`src/rtl/core/lpdg_pkg.sv`:
```
// Shared types, codes and constants of the LED pattern duty generator.
package lpdg_pkg;

  // Width of the duty result and its saturation value
  localparam int DUTY_W   = 11;
  localparam int DUTY_MAX = 2**DUTY_W - 1;

  // Configuration register widths
  localparam int LUM_W    = 9;
  localparam int STEP_W   = 7;
  localparam int STEP_MAX = 2**STEP_W - 1;

  // Default top of the pattern count
  localparam int MAX_LEVEL_DEF = 1023;

  // Stream and configuration port widths
  localparam int IN_TDATA_W  = 8;
  localparam int OUT_TDATA_W = 16;
  localparam int CFG_IDX_W   = 2;
  localparam int CFG_DATA_W  = LUM_W;

  localparam logic [CFG_IDX_W-1:0] CFG_IDX_ENABLE    = 2'd0;
  localparam logic [CFG_IDX_W-1:0] CFG_IDX_LUMINANCE = 2'd1;
  localparam logic [CFG_IDX_W-1:0] CFG_IDX_SOFT_STEP = 2'd2;

  typedef enum logic [1:0] {
    OP_COMPARE  = 2'd0,
    OP_TIMER    = 2'd1,
    OP_SET_MODE = 2'd2,
    OP_RESERVED = 2'd3
  } lpdg_op_t;

  typedef enum logic [1:0] {
    MODE_OFF  = 2'd0,
    MODE_SOFT = 2'd1,
    MODE_ON   = 2'd2,
    MODE_HARD = 2'd3
  } lpdg_mode_t;

  typedef struct packed {
    logic              light_en;
    logic [LUM_W-1:0]  luminance;
    logic [STEP_W-1:0] soft_step;
  } lpdg_cfg_t;

endpackage

```
`src/rtl/core/lpdg_pattern.sv`:
```
// Pattern stage: holds mode and level state and registers the raw pattern value.
module lpdg_pattern #(
  parameter int MAX_LEVEL = lpdg_pkg::MAX_LEVEL_DEF,
  parameter int LVL_W     = $clog2(MAX_LEVEL + lpdg_pkg::STEP_MAX + 1)
) (
  input  logic                   clk,
  input  logic                   rst_n,
  input  lpdg_pkg::lpdg_cfg_t    cfg,
  input  logic                   in_valid,
  output logic                   in_ready,
  input  lpdg_pkg::lpdg_op_t     opcode,
  input  lpdg_pkg::lpdg_mode_t   mode_value,
  output logic                   val_valid,
  input  logic                   val_ready,
  output logic [LVL_W-1:0]       value,
  output lpdg_pkg::lpdg_mode_t   mode,
  output logic [LVL_W-1:0]       level
);
  import lpdg_pkg::*;

  localparam logic [LVL_W-1:0] TOP  = LVL_W'(MAX_LEVEL);
  localparam logic [LVL_W-1:0] HALF = LVL_W'(MAX_LEVEL / 2);

  lpdg_mode_t       mode_r, mode_nxt;
  logic [LVL_W-1:0] level_r, level_nxt;
  logic             ramp_up_r, ramp_up_nxt;
  logic             val_valid_r, val_valid_nxt;
  logic [LVL_W-1:0] value_r, value_nxt;

  logic             fire;
  logic [LVL_W-1:0] step;
  logic [LVL_W-1:0] pattern;

  assign in_ready = !val_valid_r || val_ready;
  assign fire     = in_valid && in_ready;
  assign step     = LVL_W'(cfg.soft_step);

  // Next state and pattern value for one transfer from the input register.
  always_comb begin
    mode_nxt    = mode_r;
    level_nxt   = level_r;
    ramp_up_nxt = ramp_up_r;
    pattern     = '0;
    if (fire) begin
      case (opcode)
        OP_COMPARE: begin
          case (mode_r)
            MODE_SOFT: begin
              if (ramp_up_r) begin
                if (level_r < TOP) begin
                  level_nxt = level_r + step;
                end else begin
                  ramp_up_nxt = 1'b0;
                end
              end else begin
                if (level_r != '0) begin
                  level_nxt = (level_r > step) ? level_r - step : '0;
                end else begin
                  ramp_up_nxt = 1'b1;
                end
              end
              pattern = level_nxt;
            end
            MODE_ON: begin
              level_nxt = TOP + LVL_W'(1);
              pattern   = level_nxt;
            end
            MODE_HARD: begin
              // High on odd groups of sixteen counts within the first half.
              if (level_r < HALF && level_r[4]) begin
                pattern = TOP;
              end
              level_nxt = (level_r >= TOP) ? '0 : level_r + LVL_W'(1);
            end
            default: begin
              level_nxt = '0;
            end
          endcase
        end
        OP_SET_MODE: begin
          if (!cfg.light_en) begin
            mode_nxt  = MODE_OFF;
            level_nxt = '0;
          end else if (mode_value != mode_r) begin
            mode_nxt  = mode_value;
            level_nxt = '0;
          end
        end
        default: begin
        end
      endcase
    end
  end

  always_comb begin
    val_valid_nxt = val_valid_r;
    value_nxt     = value_r;
    if (fire) begin
      val_valid_nxt = opcode inside {OP_COMPARE, OP_TIMER};
      value_nxt     = pattern;
    end else if (val_ready) begin
      val_valid_nxt = 1'b0;
    end
  end

  always_ff @(posedge clk) begin
    if (!rst_n) begin
      mode_r      <= MODE_OFF;
      level_r     <= '0;
      ramp_up_r   <= 1'b1;
      val_valid_r <= 1'b0;
    end else begin
      mode_r      <= mode_nxt;
      level_r     <= level_nxt;
      ramp_up_r   <= ramp_up_nxt;
      val_valid_r <= val_valid_nxt;
    end
  end

  always_ff @(posedge clk) begin
    value_r <= value_nxt;
  end

  assign val_valid = val_valid_r;
  assign value     = value_r;
  assign mode      = mode_r;
  assign level     = level_r;

endmodule

```
`src/rtl/core/lpdg_scale.sv`:
```
// Scale stage: luminance multiply, saturation and the result register.
module lpdg_scale #(
  parameter int MAX_LEVEL = lpdg_pkg::MAX_LEVEL_DEF,
  parameter int LVL_W     = $clog2(MAX_LEVEL + lpdg_pkg::STEP_MAX + 1)
) (
  input  logic                            clk,
  input  logic                            rst_n,
  input  logic [lpdg_pkg::LUM_W-1:0]      luminance,
  input  logic                            val_valid,
  output logic                            val_ready,
  input  logic [LVL_W-1:0]                value,
  output logic                            out_valid,
  input  logic                            out_ready,
  output logic [lpdg_pkg::DUTY_W-1:0]     duty
);
  import lpdg_pkg::*;

  localparam int PROD_W = LVL_W + LUM_W;
  localparam int SHR_W  = PROD_W - 8;
  localparam int CMP_W  = (SHR_W > DUTY_W) ? SHR_W : DUTY_W;

  logic [PROD_W-1:0] prod;
  logic [CMP_W-1:0]  scaled;
  logic [DUTY_W-1:0] duty_sat;

  logic              out_valid_r, out_valid_nxt;
  logic [DUTY_W-1:0] duty_r, duty_nxt;

  // Q1.8 scaling: drop the eight fraction bits, then clamp to the duty range.
  assign prod     = PROD_W'(value) * PROD_W'(luminance);
  assign scaled   = CMP_W'(prod[PROD_W-1:8]);
  assign duty_sat = (scaled > CMP_W'(DUTY_MAX)) ? DUTY_W'(DUTY_MAX) : DUTY_W'(scaled);

  assign val_ready = !out_valid_r || out_ready;

  always_comb begin
    out_valid_nxt = out_valid_r;
    duty_nxt      = duty_r;
    if (val_valid && val_ready) begin
      out_valid_nxt = 1'b1;
      duty_nxt      = duty_sat;
    end else if (out_ready) begin
      out_valid_nxt = 1'b0;
    end
  end

  always_ff @(posedge clk) begin
    if (!rst_n) begin
      out_valid_r <= 1'b0;
    end else begin
      out_valid_r <= out_valid_nxt;
    end
  end

  always_ff @(posedge clk) begin
    duty_r <= duty_nxt;
  end

  assign out_valid = out_valid_r;
  assign duty      = duty_r;

endmodule

```
`src/rtl/core/led_pattern_duty_generator_unit.sv`:
```
// Top level of the LED pattern duty generator: input register, config registers, stages.
//
//   Channel  Direction  Handshake               Payload
//   in_      slave      in_tvalid / in_tready   in_tdata: opcode, mode_value
//   out_     master     out_tvalid / out_tready out_tdata: duty
//   cfg_     slave      cfg_valid / cfg_ready   cfg_index, cfg_data
//
// One item can be accepted every cycle unless a low out_tready holds the stages; a duty
// result passes through the input register and the pattern register, then reaches the
// result register after the multiply.
// Reset sets the mode to off, the level to zero, the ramp direction to upward and the
// configuration registers to their defaults, and clears all valid flags.
// A low out_tready backs up through the registers one stage at a time; items that
// yield no result are dropped at the pattern stage. Configuration is always ready.
module led_pattern_duty_generator_unit #(
  parameter int MAX_LEVEL = lpdg_pkg::MAX_LEVEL_DEF
) (
  input  logic                               clk,
  input  logic                               rst_n,
  // in_tdata: [1:0] opcode, [3:2] mode_value, [7:4] zero
  input  logic                               in_tvalid,
  output logic                               in_tready,
  input  logic [lpdg_pkg::IN_TDATA_W-1:0]    in_tdata,
  // out_tdata: [10:0] duty, [15:11] zero
  output logic                               out_tvalid,
  input  logic                               out_tready,
  output logic [lpdg_pkg::OUT_TDATA_W-1:0]   out_tdata,
  input  logic                               cfg_valid,
  output logic                               cfg_ready,
  input  logic [lpdg_pkg::CFG_IDX_W-1:0]     cfg_index,
  input  logic [lpdg_pkg::CFG_DATA_W-1:0]    cfg_data
);
  import lpdg_pkg::*;

  localparam int LVL_W = $clog2(MAX_LEVEL + STEP_MAX + 1);

  lpdg_cfg_t        cfg_r, cfg_nxt;
  logic             in_valid_r, in_valid_nxt;
  lpdg_op_t         opcode_r, opcode_nxt;
  lpdg_mode_t       mode_req_r, mode_req_nxt;

  logic             pat_ready;
  logic             val_valid;
  logic             val_ready;
  logic [LVL_W-1:0] value;
  lpdg_mode_t       mode;
  logic [LVL_W-1:0] level;
  logic [DUTY_W-1:0] duty;

  assign cfg_ready = 1'b1;

  always_comb begin
    cfg_nxt = cfg_r;
    if (cfg_valid && cfg_ready) begin
      case (cfg_index)
        CFG_IDX_ENABLE:    cfg_nxt.light_en  = cfg_data[0];
        CFG_IDX_LUMINANCE: cfg_nxt.luminance = cfg_data[LUM_W-1:0];
        CFG_IDX_SOFT_STEP: cfg_nxt.soft_step = cfg_data[STEP_W-1:0];
        default: begin
        end
      endcase
    end
  end

  // Input register; it refills in the same cycle it hands its item on.
  assign in_tready = !in_valid_r || pat_ready;

  always_comb begin
    in_valid_nxt = in_valid_r;
    opcode_nxt   = opcode_r;
    mode_req_nxt = mode_req_r;
    if (in_tvalid && in_tready) begin
      in_valid_nxt = 1'b1;
      opcode_nxt   = lpdg_op_t'(in_tdata[1:0]);
      mode_req_nxt = lpdg_mode_t'(in_tdata[3:2]);
    end else if (pat_ready) begin
      in_valid_nxt = 1'b0;
    end
  end

  always_ff @(posedge clk) begin
    if (!rst_n) begin
      cfg_r.light_en  <= 1'b0;
      cfg_r.luminance <= LUM_W'(256);
      cfg_r.soft_step <= STEP_W'(1);
      in_valid_r      <= 1'b0;
    end else begin
      cfg_r      <= cfg_nxt;
      in_valid_r <= in_valid_nxt;
    end
  end

  always_ff @(posedge clk) begin
    opcode_r   <= opcode_nxt;
    mode_req_r <= mode_req_nxt;
  end

  lpdg_pattern #(
    .MAX_LEVEL (MAX_LEVEL),
    .LVL_W     (LVL_W)
  ) u_pattern (
    .clk        (clk),
    .rst_n      (rst_n),
    .cfg        (cfg_r),
    .in_valid   (in_valid_r),
    .in_ready   (pat_ready),
    .opcode     (opcode_r),
    .mode_value (mode_req_r),
    .val_valid  (val_valid),
    .val_ready  (val_ready),
    .value      (value),
    .mode       (mode),
    .level      (level)
  );

  lpdg_scale #(
    .MAX_LEVEL (MAX_LEVEL),
    .LVL_W     (LVL_W)
  ) u_scale (
    .clk       (clk),
    .rst_n     (rst_n),
    .luminance (cfg_r.luminance),
    .val_valid (val_valid),
    .val_ready (val_ready),
    .value     (value),
    .out_valid (out_tvalid),
    .out_ready (out_tready),
    .duty      (duty)
  );

  assign out_tdata = OUT_TDATA_W'(duty);

  // The input side only stalls when the input register holds an item.
  a_stall_needs_item: assert property (@(posedge clk) disable iff (!rst_n)
    !in_tready |-> in_valid_r)
    else $error("input stalled with an empty input register");

  // A fresh result always comes from a pattern value that was valid in the cycle before.
  a_result_source: assert property (@(posedge clk) disable iff (!rst_n)
    $rose(out_tvalid) |-> $past(val_valid))
    else $error("result appeared without a pattern value");

  // In off mode the level stays at zero.
  a_off_level: assert property (@(posedge clk) disable iff (!rst_n)
    mode == MODE_OFF |-> level == '0)
    else $error("level not zero in off mode");

  // The level never exceeds the top plus one soft step of overshoot.
  a_level_bound: assert property (@(posedge clk) disable iff (!rst_n)
    level <= LVL_W'(MAX_LEVEL + STEP_MAX - 1))
    else $error("level counter out of range");

endmodule
```
`config.mk`:
```
export PLATFORM = sky130hd
export DESIGN_NAME = led_pattern_duty_generator_unit
export DESIGN_NICKNAME = d
export VERILOG_FILES = /design/src/rtl/core/lpdg_pkg.sv /design/src/rtl/core/lpdg_pattern.sv /design/src/rtl/core/lpdg_scale.sv /design/src/rtl/core/led_pattern_duty_generator_unit.sv
export SDC_FILE = /design/constraint.sdc
export NUM_CORES = 1
export LEC_CHECK = 0
export ABC_AREA = 1
export CELL_PAD_IN_SITES_DETAIL_PLACEMENT = 0
export CELL_PAD_IN_SITES_GLOBAL_PLACEMENT = 1
export CORE_ASPECT_RATIO = 1.4
export CORE_MARGIN = 2
export CORE_UTILIZATION = 35
export DETAILED_ROUTE_END_ITERATION = 16
export DONT_BUFFER_PORTS = 1
export PLACE_DENSITY = 0.61
export SETUP_SLACK_MARGIN = 0.05
export SYNTH_ARGS = -nofsm -noshare
export SYNTH_HDL_FRONTEND = slang
export SYNTH_SLANG_ARGS = --single-unit
export TNS_END_PERCENT = 1
```
`constraint.sdc`:
```
create_clock -name clk -period 4.1 [get_ports clk]
set_input_delay 0.41 -clock clk [delete_from_list [all_inputs] [get_ports clk]]
set_output_delay 0.41 -clock clk [all_outputs]
set_load 0.03 [all_outputs]
```
==> results.cfg, run 1 <==
[final_layout]
fillCellCount = 2082
drive_above_1_share_pct = 16.57
antenna_cells = 0
nets = 1186
multiInputGateArea_um2 = 4851
layout.area.seq_um2 = 1470
syn_to_final_growth_pct = 19.58
final_cells = 1302

[route]
detail-route-antenna-nets = 0
drc = 0
drtPass1Iterations = 4
wl_per_cell_um = 14.90
num_vias = 6104
wl_mm = 19.40
drt_iter0_drc = 232
avgViaCountPerCell = 4.688

[timing]
rsz0062_at_grt = true
final.min_clock_period_ns = 4.344
maxSlewHeadroom_pct = 27.84
drv_slew = 0
fin_hold_ws_ns = 0.1538
clock-skew-final_ns = 0.007274
finalWorstSetupSlack_ns = -0.2436
finalSetupViolations = 11
timing.fmax_mhz = 230.2
worstMarginPinSlew_ns = 1.082
hold_violations = 0
period_share_pct = 105.9

[grt]
grt_max_degree = 20
grt_use_met1_pct = 18.85
use_met3_pct = 2.166
met2_usage_pct = 41.01
grt_pass1_wl_mm = 32.35
antenna_found_initial = 0
grtUsageTotal_pct = 19.14
first_global_vias = 6457
busiest_layer = met2
overflow = 0

[worst_setup_path]
r2r_end = u_scale.duty[10]
start_kind = flop
slowest_delay_ns = 0.54
r2r_setup_slack_ns = -0.24
r2r-start = u_pattern.value[8]
worstPathCellList = nand2_1, inv_1, fa_1, fa_1, fa_1, inv_1, fa_1, inv_1, ha_4, nand2_1, nor2_4, and2_1, nand2_1, nand3b_1, buf_4, buf_12, nand3b_1
worstPathRequired_ns = 4.18
slowest_stage = fa_1
path_max_fanout = 6
endpoint_kind = flop
path_common_cell = fa_1
crit_type = flop to flop
worstRegToRegCells = 17
critPathLaunch = u_pattern.value[8]
cp.arrival_ns = 4.42

[synth]
syn_area_um2 = 7092
netlist_instances = 990
synth.area.top_cells = fa_1, nand2_1, edfxtp_1, inv_1, dfxtp_1
ys_warn_count = 0
synthFlopType = dfxtp_1
synth_top_area_share_pct = 18.35
synth_edf_count = 26
ys_async_sr_fraction_pct = 0
avgSynthCellArea_um2 = 7.163
synth.most_common_cell = nand2_1
yosys.area.top_type = fa_1
ys_types = 50
synth_common_cells = nand2_1, inv_1, nand3_1
ys_ff_latch = 60
synth_seq_area_share_pct = 20.61

[power]
p_int_mw = 1.482
pwr_density_cell_nw_per_um2 = 253.0
seq_power_share_pct = 32.0
switching_share_pct = 30.93
clkPwrFrac_pct = 36.9
leakagePower_nw = 4.475
p_switching_uw = 663.8
ir_drop_mv = 0.1754
p_comb_share_pct = 31.1

[min_path]
worstHoldPathType = input pin to flop
min-delay-start = rst_n
hold_depth = 1
min_to = cfg_r[15]

[job]
max_cap_viol_count = 0

[clocking]
clock-root-buffer = clkbuf_16
cts_buffer_depth = 2
clk_pin_slew_ns = 0.06
cts-hold-fix-buffers = 0
clk-insertion-delay-late_ns = 0.34
cts_buffers = 9
cts_tree = built
cts_num_sinks = 60
htree_levels = 3

[placement]
place.detailed.hpwl_mm = 16.32
portBuffers = 0
gp_congestion = 0.8587
placed_cells = 1276

[status]
violations = setup timing
outcome = finished, violations left

[floorplan]
io_pins = 43
floorplan.core_area_um2 = 19840
die-area_um2 = 21430
rows = 61
die_width_um = 124.3
start_util_pct = 35.74
fp.dieH_um = 172.4
registers in the layout, indices dropped and copies added (netlist names), 2 cells and up:
| signal | flops |
|---|---|
| u_pattern.value | 11 |
| u_scale.duty | 11 |
| opcode_r | 2 |
| mode_req_r | 2 |
| cfg_r | 17 |
| u_pattern.mode | 2 |
| u_pattern.level | 11 |
worst max-delay path by stage:
stage / end / slack (ns)
floorplan: u_scale.duty[10] / 0.02
global placement: u_scale.duty[10] / -0.28
detailed placement: u_scale.duty[10] / -0.30
CTS: u_scale.duty[9] / -0.22
global route: u_scale.duty[10] / -0.45
finish: u_scale.duty[10] / -0.24
placed cells by master, fill, tap and decap left out, types with 3 or more instances in the layout:
| cell type | instances |
|---|---|
| nand3_2 | 3 |
| nand2_4 | 3 |
| ha_4 | 8 |
| edfxtp_1 | 26 |
| nor3_1 | 4 |
| fa_1 | 63 |
| nand2_1 | 255 |
| a21oi_2 | 9 |
| nor3_2 | 4 |
| o21ai_1 | 6 |
| conb_1 | 6 |
| xor2_1 | 8 |
| and2_1 | 3 |
| buf_4 | 80 |
| nand4_1 | 12 |
| xnor2_1 | 9 |
| nand3b_1 | 3 |
| nand2_2 | 7 |
| clkbuf_16 | 12 |
| dfxtp_1 | 27 |
| nand3_1 | 66 |
| nor2_1 | 51 |
| inv_2 | 8 |
| buf_12 | 5 |
| dfxtp_2 | 7 |
| ha_1 | 44 |
| a21oi_1 | 47 |
| inv_1 | 196 |
| o21bai_1 | 7 |
| nor2_4 | 3 |
| a21oi_4 | 3 |
| o21ai_0 | 30 |
power groups by stage:
stage	logic (mW)	clock network, mW	registers [mW]
after floorplan	0.426	0	0.684
after global placement	0.622	0	0.700
after detailed placement	0.624	0	0.700
after CTS	0.664	0.808	0.688
after global routing	0.758	0.835	0.689
final	0.667	0.792	0.687
critical path: cells and delay by family (launching register included):
| kind | cells | cell delay (ns) |
|---|---|---|
| fa+ha+maj | 5 | 2.35 |
| buf+inv | 5 | 0.41 |
| flops | 1 | 0.51 |
| simple gates | 7 | 0.80 |
logic make-up after synthesis:
logic type / count (synthesis) / share of synthesized area, %
other: 2 / 0.1059
AND/OR/NAND/NOR: 420 / 25.23
XOR/XNOR: 17 / 2.100
buffers and inverters: 254 / 14.71
adder cells (fa/ha/maj): 117 / 27.52
flip-flops: 60 / 20.61
AO/OA/AOI/OAI: 120 / 9.721
per-stage QoR:
step | setup TNS [ns] | total power, mW | setup slack, ns | util, % | area [um2]
5_1_grt | -4.588 | 2.282 | -0.4451 | 42.74 | 8481
4_1_cts | -2.129 | 2.159 | -0.2151 | 42.56 | 8446
6_report | -2.562 | 2.146 | -0.2436 | 42.74 | 8481
3_3_place_gp | -2.807 | 1.322 | -0.2756 | 39.95 | 7928
3_5_place_dp | -3.088 | 1.324 | -0.3029 | 39.95 | 7928
2_1_floorplan | 0 | 1.110 | 0.02374 | - | 7307
area by class of cell:
cell class	count	share of cell area (%)
clock buffers	14	3.629
clock inverters	2	0.1180
inverters	206	9.147
multi-input cells	680	57.20
flip-flops and latches	60	17.34
well taps	252	3.718
repair buffers	88	8.852
per-layer routing:
layer  wire length (um)  part of all wire [%]  vias up
met5                  0                     0        -
met3                260                   1.3       16
met1               7299                    38     2872
met4                349                   1.8        0
li1                   -                     -     3161
met2              11490                    59       55
repair_timing:
| action | CTS | global route |
|---|---|---|
| setup endpoints to repair | 11 | 11 |
| gates resized for setup | 29 | 8 |
| pin swaps | 28 | 3 |
| gates cloned | 1 | 0 |
| setup buffers | 9 | 0 |
| endpoints found under the hold margin | 0 | 0 |
(Power assumes the default switching activity.)
==> inputs of run 2 (changes only) <==
--- a/config.mk
+++ b/config.mk
@@ -14,4 +14,5 @@
 export DETAILED_ROUTE_END_ITERATION = 16
 export DONT_BUFFER_PORTS = 1
+export GPL_ROUTABILITY_DRIVEN = 0
 export PLACE_DENSITY = 0.61
 export SETUP_SLACK_MARGIN = 0.05
@@ -19,3 +20,3 @@
 export SYNTH_HDL_FRONTEND = slang
 export SYNTH_SLANG_ARGS = --single-unit
-export TNS_END_PERCENT = 1
+export TNS_END_PERCENT = 100
==> constraint.sdc (replaced) <==
create_clock -name clk -period 4.1 [get_ports clk]
set_input_delay 0.82 -clock clk [delete_from_list [all_inputs] [get_ports clk]]
set_output_delay 0.82 -clock clk [all_outputs]
set_load 0.03 [all_outputs]
==> run 2 against run 1 <==
  * The run still ends with setup timing left
  * Register-to-register slack about the same
  * Via count up 1.0%
  * Worst hold slack improved by 0.33 ns
  * Final area decreased by 0.97%
  * Critical endpoint unchanged
  * Sequential share of layout area rose by 0.13 points
  * Highest routed layer unchanged
  * Cell count decreased by 0.46%
  * Total power decreased by 1.3%
  * Global-route usage is 0.23 points lower
  * Sequential power about the same
  * Sequential cell count unchanged
  * Routed wire length down 0.81%
  * Critical path depth up 2
==> results.cfg, run 2 (synthesis gave the netlist of run 1 again) <==
[power]
clkPwrFrac_pct = 36.2
p_comb_share_pct = 31.3
leakagePower_nw = 4.431
switching_share_pct = 31.30
p_switching_uw = 662.7
p_int_mw = 1.455
seq_power_share_pct = 32.5
ir_drop_mv = 0.1769
pwr_density_cell_nw_per_um2 = 252.1

[timing]
maxSlewHeadroom_pct = 25.22
clock-skew-final_ns = 0.009767
finalSetupViolations = 11
timing.fmax_mhz = 230.4
rsz0062_at_grt = true
worstMarginPinSlew_ns = 1.122
finalWorstSetupSlack_ns = -0.2406
drv_slew = 0
period_share_pct = 105.9
hold_violations = 0
final.min_clock_period_ns = 4.341

[final_layout]
syn_to_final_growth_pct = 18.42
drive_above_1_share_pct = 16.76
post-route-util_pct = 42.32
final_cell_mix = nand2_1, inv_1, buf_4
nets = 1180
regMostFlops = cfg_r
antenna_cells = 0
final_common_cell = nand2_1
largest_reg_flops = 17

[clocking]
cts_buffer_depth = 2
clock-root-buffer = clkbuf_16
clk_pin_slew_ns = 0.05
cts_num_sinks = 60
cts_tree = built
htree_levels = 3
cts-hold-fix-buffers = 0
clk-insertion-delay-late_ns = 0.33
cts_buffers = 9

[floorplan]
die-area_um2 = 21430
start_util_pct = 35.74
fp.dieH_um = 172.4
floorplan.core_area_um2 = 19840
die_width_um = 124.3
rows = 61
io_pins = 43

[route]
detail-route-antenna-nets = 0
avgViaCountPerCell = 4.757
drc = 0
num_vias = 6165
drtPass1Iterations = 4
wl_per_cell_um = 14.85
wl_mm = 19.24
drt_iter0_drc = 234

[placement]
place.detailed.hpwl_mm = 16.37
pre_cts_slack_ns = -0.3088
portBuffers = 0

[grt]
grtUsageTotal_pct = 18.91
first_global_vias = 6481
overflow = 0
grt_max_degree = 20
grt_pass1_wl_mm = 32.22
antenna_found_initial = 0

[worst_setup_path]
start_kind = flop
endpoint_kind = flop
crit_type = flop to flop
path_max_fanout = 8
worstPathRequired_ns = 4.17
cp.arrival_ns = 4.41

[min_path]
worstHoldPathType = flop to flop

[job]
max_cap_viol_count = 0

[status]
violations = setup timing
outcome = finished, violations left
## run 2: cell types whose count changed in the layout (fill, tap and decap cells not counted), sizes merged
cell / previous run / this run
inv: 205 / 207
buf: 88 / 82
clkinv: 3 / 1
## run 2: layout make-up
cell class,instances,area [um2]
inverters,206,775.7
fillers,2112,11450
repair buffers,82,656.9
clock buffers,14,295.3
multi-input cells,680,4876
well taps,252,315.3
clock inverters,2,12.51
flip-flops and latches,60,1466
## run 2: path summary, 6_finish.rpt
kind	startpoint	slack, ns	endpoint	cells after the start
hold reg to reg	u_pattern.val_valid	0.48	u_scale.out_valid	2
setup reg to reg	u_pattern.value[7]	-0.24	u_scale.duty[10]	19
hold / removal	u_pattern.val_valid	0.48	u_scale.out_valid	2
setup / recovery	u_pattern.value[7]	-0.24	u_scale.duty[10]	19
## run 2: repair_timing
item                       4_1_cts  5_1_grt
setup endpoints to repair       11       11
resized for setup               10       30
buffers inserted                 3        5
pin swaps                        5        9
## run 2: metal layers
| layer | vias up | track usage (%) | share of wire, % |
|---|---|---|---|
| li1 | 3151 | - | - |
| met1 | 2921 | 18.73 | 37 |
| met2 | 75 | 39.91 | 59 |
| met3 | 18 | 1.980 | 1.5 |
| met4 | 0 | 6.790 | 2.2 |
| met5 | - | 0 | 0 |
## run 2: worst max-delay path, cell delays in order, from the launching register on
cell and delay (ns):
edfxtp_1 0.53, nand2_1 0.14, inv_2 0.04, fa_1 0.52
inv_1 0.05, fa_1 0.49, inv_1 0.05, fa_1 0.47
inv_1 0.05, fa_1 0.52, inv_2 0.05, ha_4 0.24
a21oi_2 0.15, o21a_1 0.18, nor2_2 0.06, a211oi_2 0.18
nand2_1 0.08, nand2_1 0.07, nand2_1 0.05, nand3b_1 0.15
## run 2: per-stage QoR
step	total power, mW	TNS (ns)	instance area (um2)	hold WS, ns	cells
floorplan	1.119	0	7337	0.4496	994
global placement	1.324	-2.885	7900	0.4741	1272
detailed placement	1.327	-3.158	7900	0.4796	1272
CTS	2.112	-2.819	8255	0.4892	1291
global route	2.253	-4.485	8398	0.5252	1296
finish	2.117	-2.478	8398	0.4843	1296
## run 2: power groups by stage
stage	Combinational, mW	Sequential (mW)	Clock, mW
floorplan	0.434	0.684	0
global placement	0.622	0.702	0
detailed placement	0.625	0.702	0
CTS	0.639	0.690	0.784
global route	0.748	0.692	0.813
finish	0.662	0.689	0.766
==> inputs of run 3 (changes only) <==
==> constraint.sdc (replaced) <==
create_clock -name clk -period 4.1 [get_ports clk]
set_input_delay 0.41 -clock clk [delete_from_list [all_inputs] [get_ports clk]]
set_output_delay 0.41 -clock clk [all_outputs]
set_load 0.03 [all_outputs]
==> run 3 against run 2 <==
  * The flow still finishes with violations (setup timing)
  * Fmax is 1.0% higher
  * Critical path type unchanged
  * Worst setup slack improved by 0.045 ns
  * First-iteration DRC count down 1.7%
==> results.cfg, run 3 (synthesis gave the netlist of run 1 again) <==
[status]
outcome = finished, violations left
violations = setup timing

[timing]
timing.fmax_mhz = 232.8
drv_slew = 0
final.min_clock_period_ns = 4.296
finalSetupViolations = 11
period_share_pct = 104.8
clock-skew-final_ns = 0.007426
setup-tns-final_ns = -1.839
worstMarginPinSlew_ns = 1.064
maxSlewHeadroom_pct = 29.05
finalWorstSetupSlack_ns = -0.1958
rsz0062_at_grt = true
hold_violations = 0

[final_layout]
syn_to_final_growth_pct = 18.42
nets = 1179
drive_above_1_share_pct = 16.49
final_common_cell = nand2_1
regMostFlops = cfg_r
fillCellCount = 2131
antenna_cells = 0
final_cells = 1295
fin_area_um2 = 8398
final_cell_mix = nand2_1, inv_1, buf_4
largest_reg_flops = 17

[power]
finalPower_mw = 2.096
ir_drop_mv = 0.1660
seq_power_share_pct = 32.9
p_switching_uw = 671.5
switching_share_pct = 32.04
pwr_density_cell_nw_per_um2 = 249.6
leakagePower_nw = 4.431
p_int_mw = 1.425
clkPwrFrac_pct = 34.9
p_comb_share_pct = 32.2

[worst_setup_path]
start_kind = flop
crit_type = flop to flop
path_max_fanout = 7
cp.arrival_ns = 4.37
worstPathRequired_ns = 4.18
endpoint_kind = flop

[placement]
portBuffers = 0
dpl_cell_area_um2 = 7938
placed_cells = 1277
place.detailed.hpwl_mm = 16.35
pre_cts_slack_ns = -0.3139

[grt]
grt_max_degree = 20
grt_pass1_wl_mm = 32.64
overflow = 0
antenna_found_initial = 0
first_global_vias = 6619
grtUsageTotal_pct = 19.13

[job]
max_cap_viol_count = 0

[clocking]
cts_buffers = 9
cts_buffer_depth = 2
clock-root-buffer = clkbuf_16
clk_pin_slew_ns = 0.06
cts_tree = built
clk-insertion-delay-late_ns = 0.33
cts_num_sinks = 60
htree_levels = 3

[floorplan]
die_width_um = 124.3
die-area_um2 = 21430
start_util_pct = 35.74
fp.dieH_um = 172.4
io_pins = 43
rows = 61
floorplan.core_area_um2 = 19840

[route]
avgViaCountPerCell = 4.697
wl_mm = 19.32
drt_iter0_drc = 230
drtPass1Iterations = 4
num_vias = 6082
wl_per_cell_um = 14.92
drc = 0
detail-route-antenna-nets = 0

[min_path]
worstHoldPathType = input pin to flop
==> run 3: changes by cell type in the layout (fill, tap and decap cells not counted), sizes merged <==
| cell | change |
|---|---|
| clkinv | +3 |
| inv | -1 |
| clkbuf | -2 |
| buf | -1 |
==> run 3: final cells by class <==
class | count | area [um2] | share of cell area (%)
Multi-Input combinational cell | 680 | 4906 | 58.42
Tap cell | 252 | 315.3 | 3.754
Clock buffer | 12 | 267.8 | 3.188
Timing Repair Buffer | 81 | 645.6 | 7.688
Clock inverter | 4 | 21.27 | 0.2533
Inverter | 206 | 775.7 | 9.237
Sequential cell | 60 | 1466 | 17.46
==> run 3: per-layer routing <==
| layer | up-vias | track usage [%] | share of wire, % |
|---|---|---|---|
| li1 | 3133 | - | - |
| met1 | 2866 | 18.93 | 38 |
| met2 | 54 | 39.65 | 57 |
| met3 | 29 | 2.042 | 1.0 |
| met4 | 0 | 8.354 | 3.6 |
| met5 | - | 0 | 0 |
==> run 3: critical path, stage by stage (launching register included) <==
cell,delay (ns)
edfxtp_1,0.53
nand2_1,0.13
inv_2,0.04
fa_1,0.52
inv_1,0.05
fa_1,0.49
inv_1,0.05
fa_1,0.49
inv_2,0.04
fa_1,0.51
inv_2,0.04
ha_4,0.30
nand2_1,0.10
o21a_1,0.22
nor2_1,0.20
a211oi_2,0.06
nand3_1,0.07
nand2_1,0.05
nand3b_1,0.14
==> run 3: power by group through the flow <==
stage	logic [mW]	registers (mW)	clock network (mW)
5_1_grt	0.767	0.692	0.778
6_report	0.675	0.689	0.732
2_1_floorplan	0.434	0.684	0
3_3_place_gp	0.620	0.703	0
3_5_place_dp	0.626	0.703	0
4_1_cts	0.669	0.690	0.751
==> run 3: path summary, 6_finish.rpt <==
| kind | startpoint | to | slack, ns | depth (start not counted) |
|---|---|---|---|---|
| worst max-delay path | u_pattern.value[7] | u_scale.duty[10] | -0.20 | 18 |
| worst min-delay path | rst_n | cfg_r[0] | 0.16 | 1 |
| worst max register to register | u_pattern.value[7] | u_scale.duty[10] | -0.20 | 18 |
| worst min register to register | in_valid_r | u_pattern.val_valid | 0.48 | 2 |
==> run 3: per-stage QoR <==
stage | utilization [%] | hold WS (ns)
detailed placement | 40.00 | 0.4716
global placement | 40.00 | 0.4732
global route | 42.32 | 0.1495
floorplan | - | 0.4496
finish | 42.32 | 0.1635
CTS | 42.06 | 0.1501
==> run 3: timing repair <==
item,4_1_cts,5_1_grt
setup endpoints to repair,11,11
gates resized for setup,26,13
hold buffers,0,0
pin swaps,25,2
buffers inserted,2,0
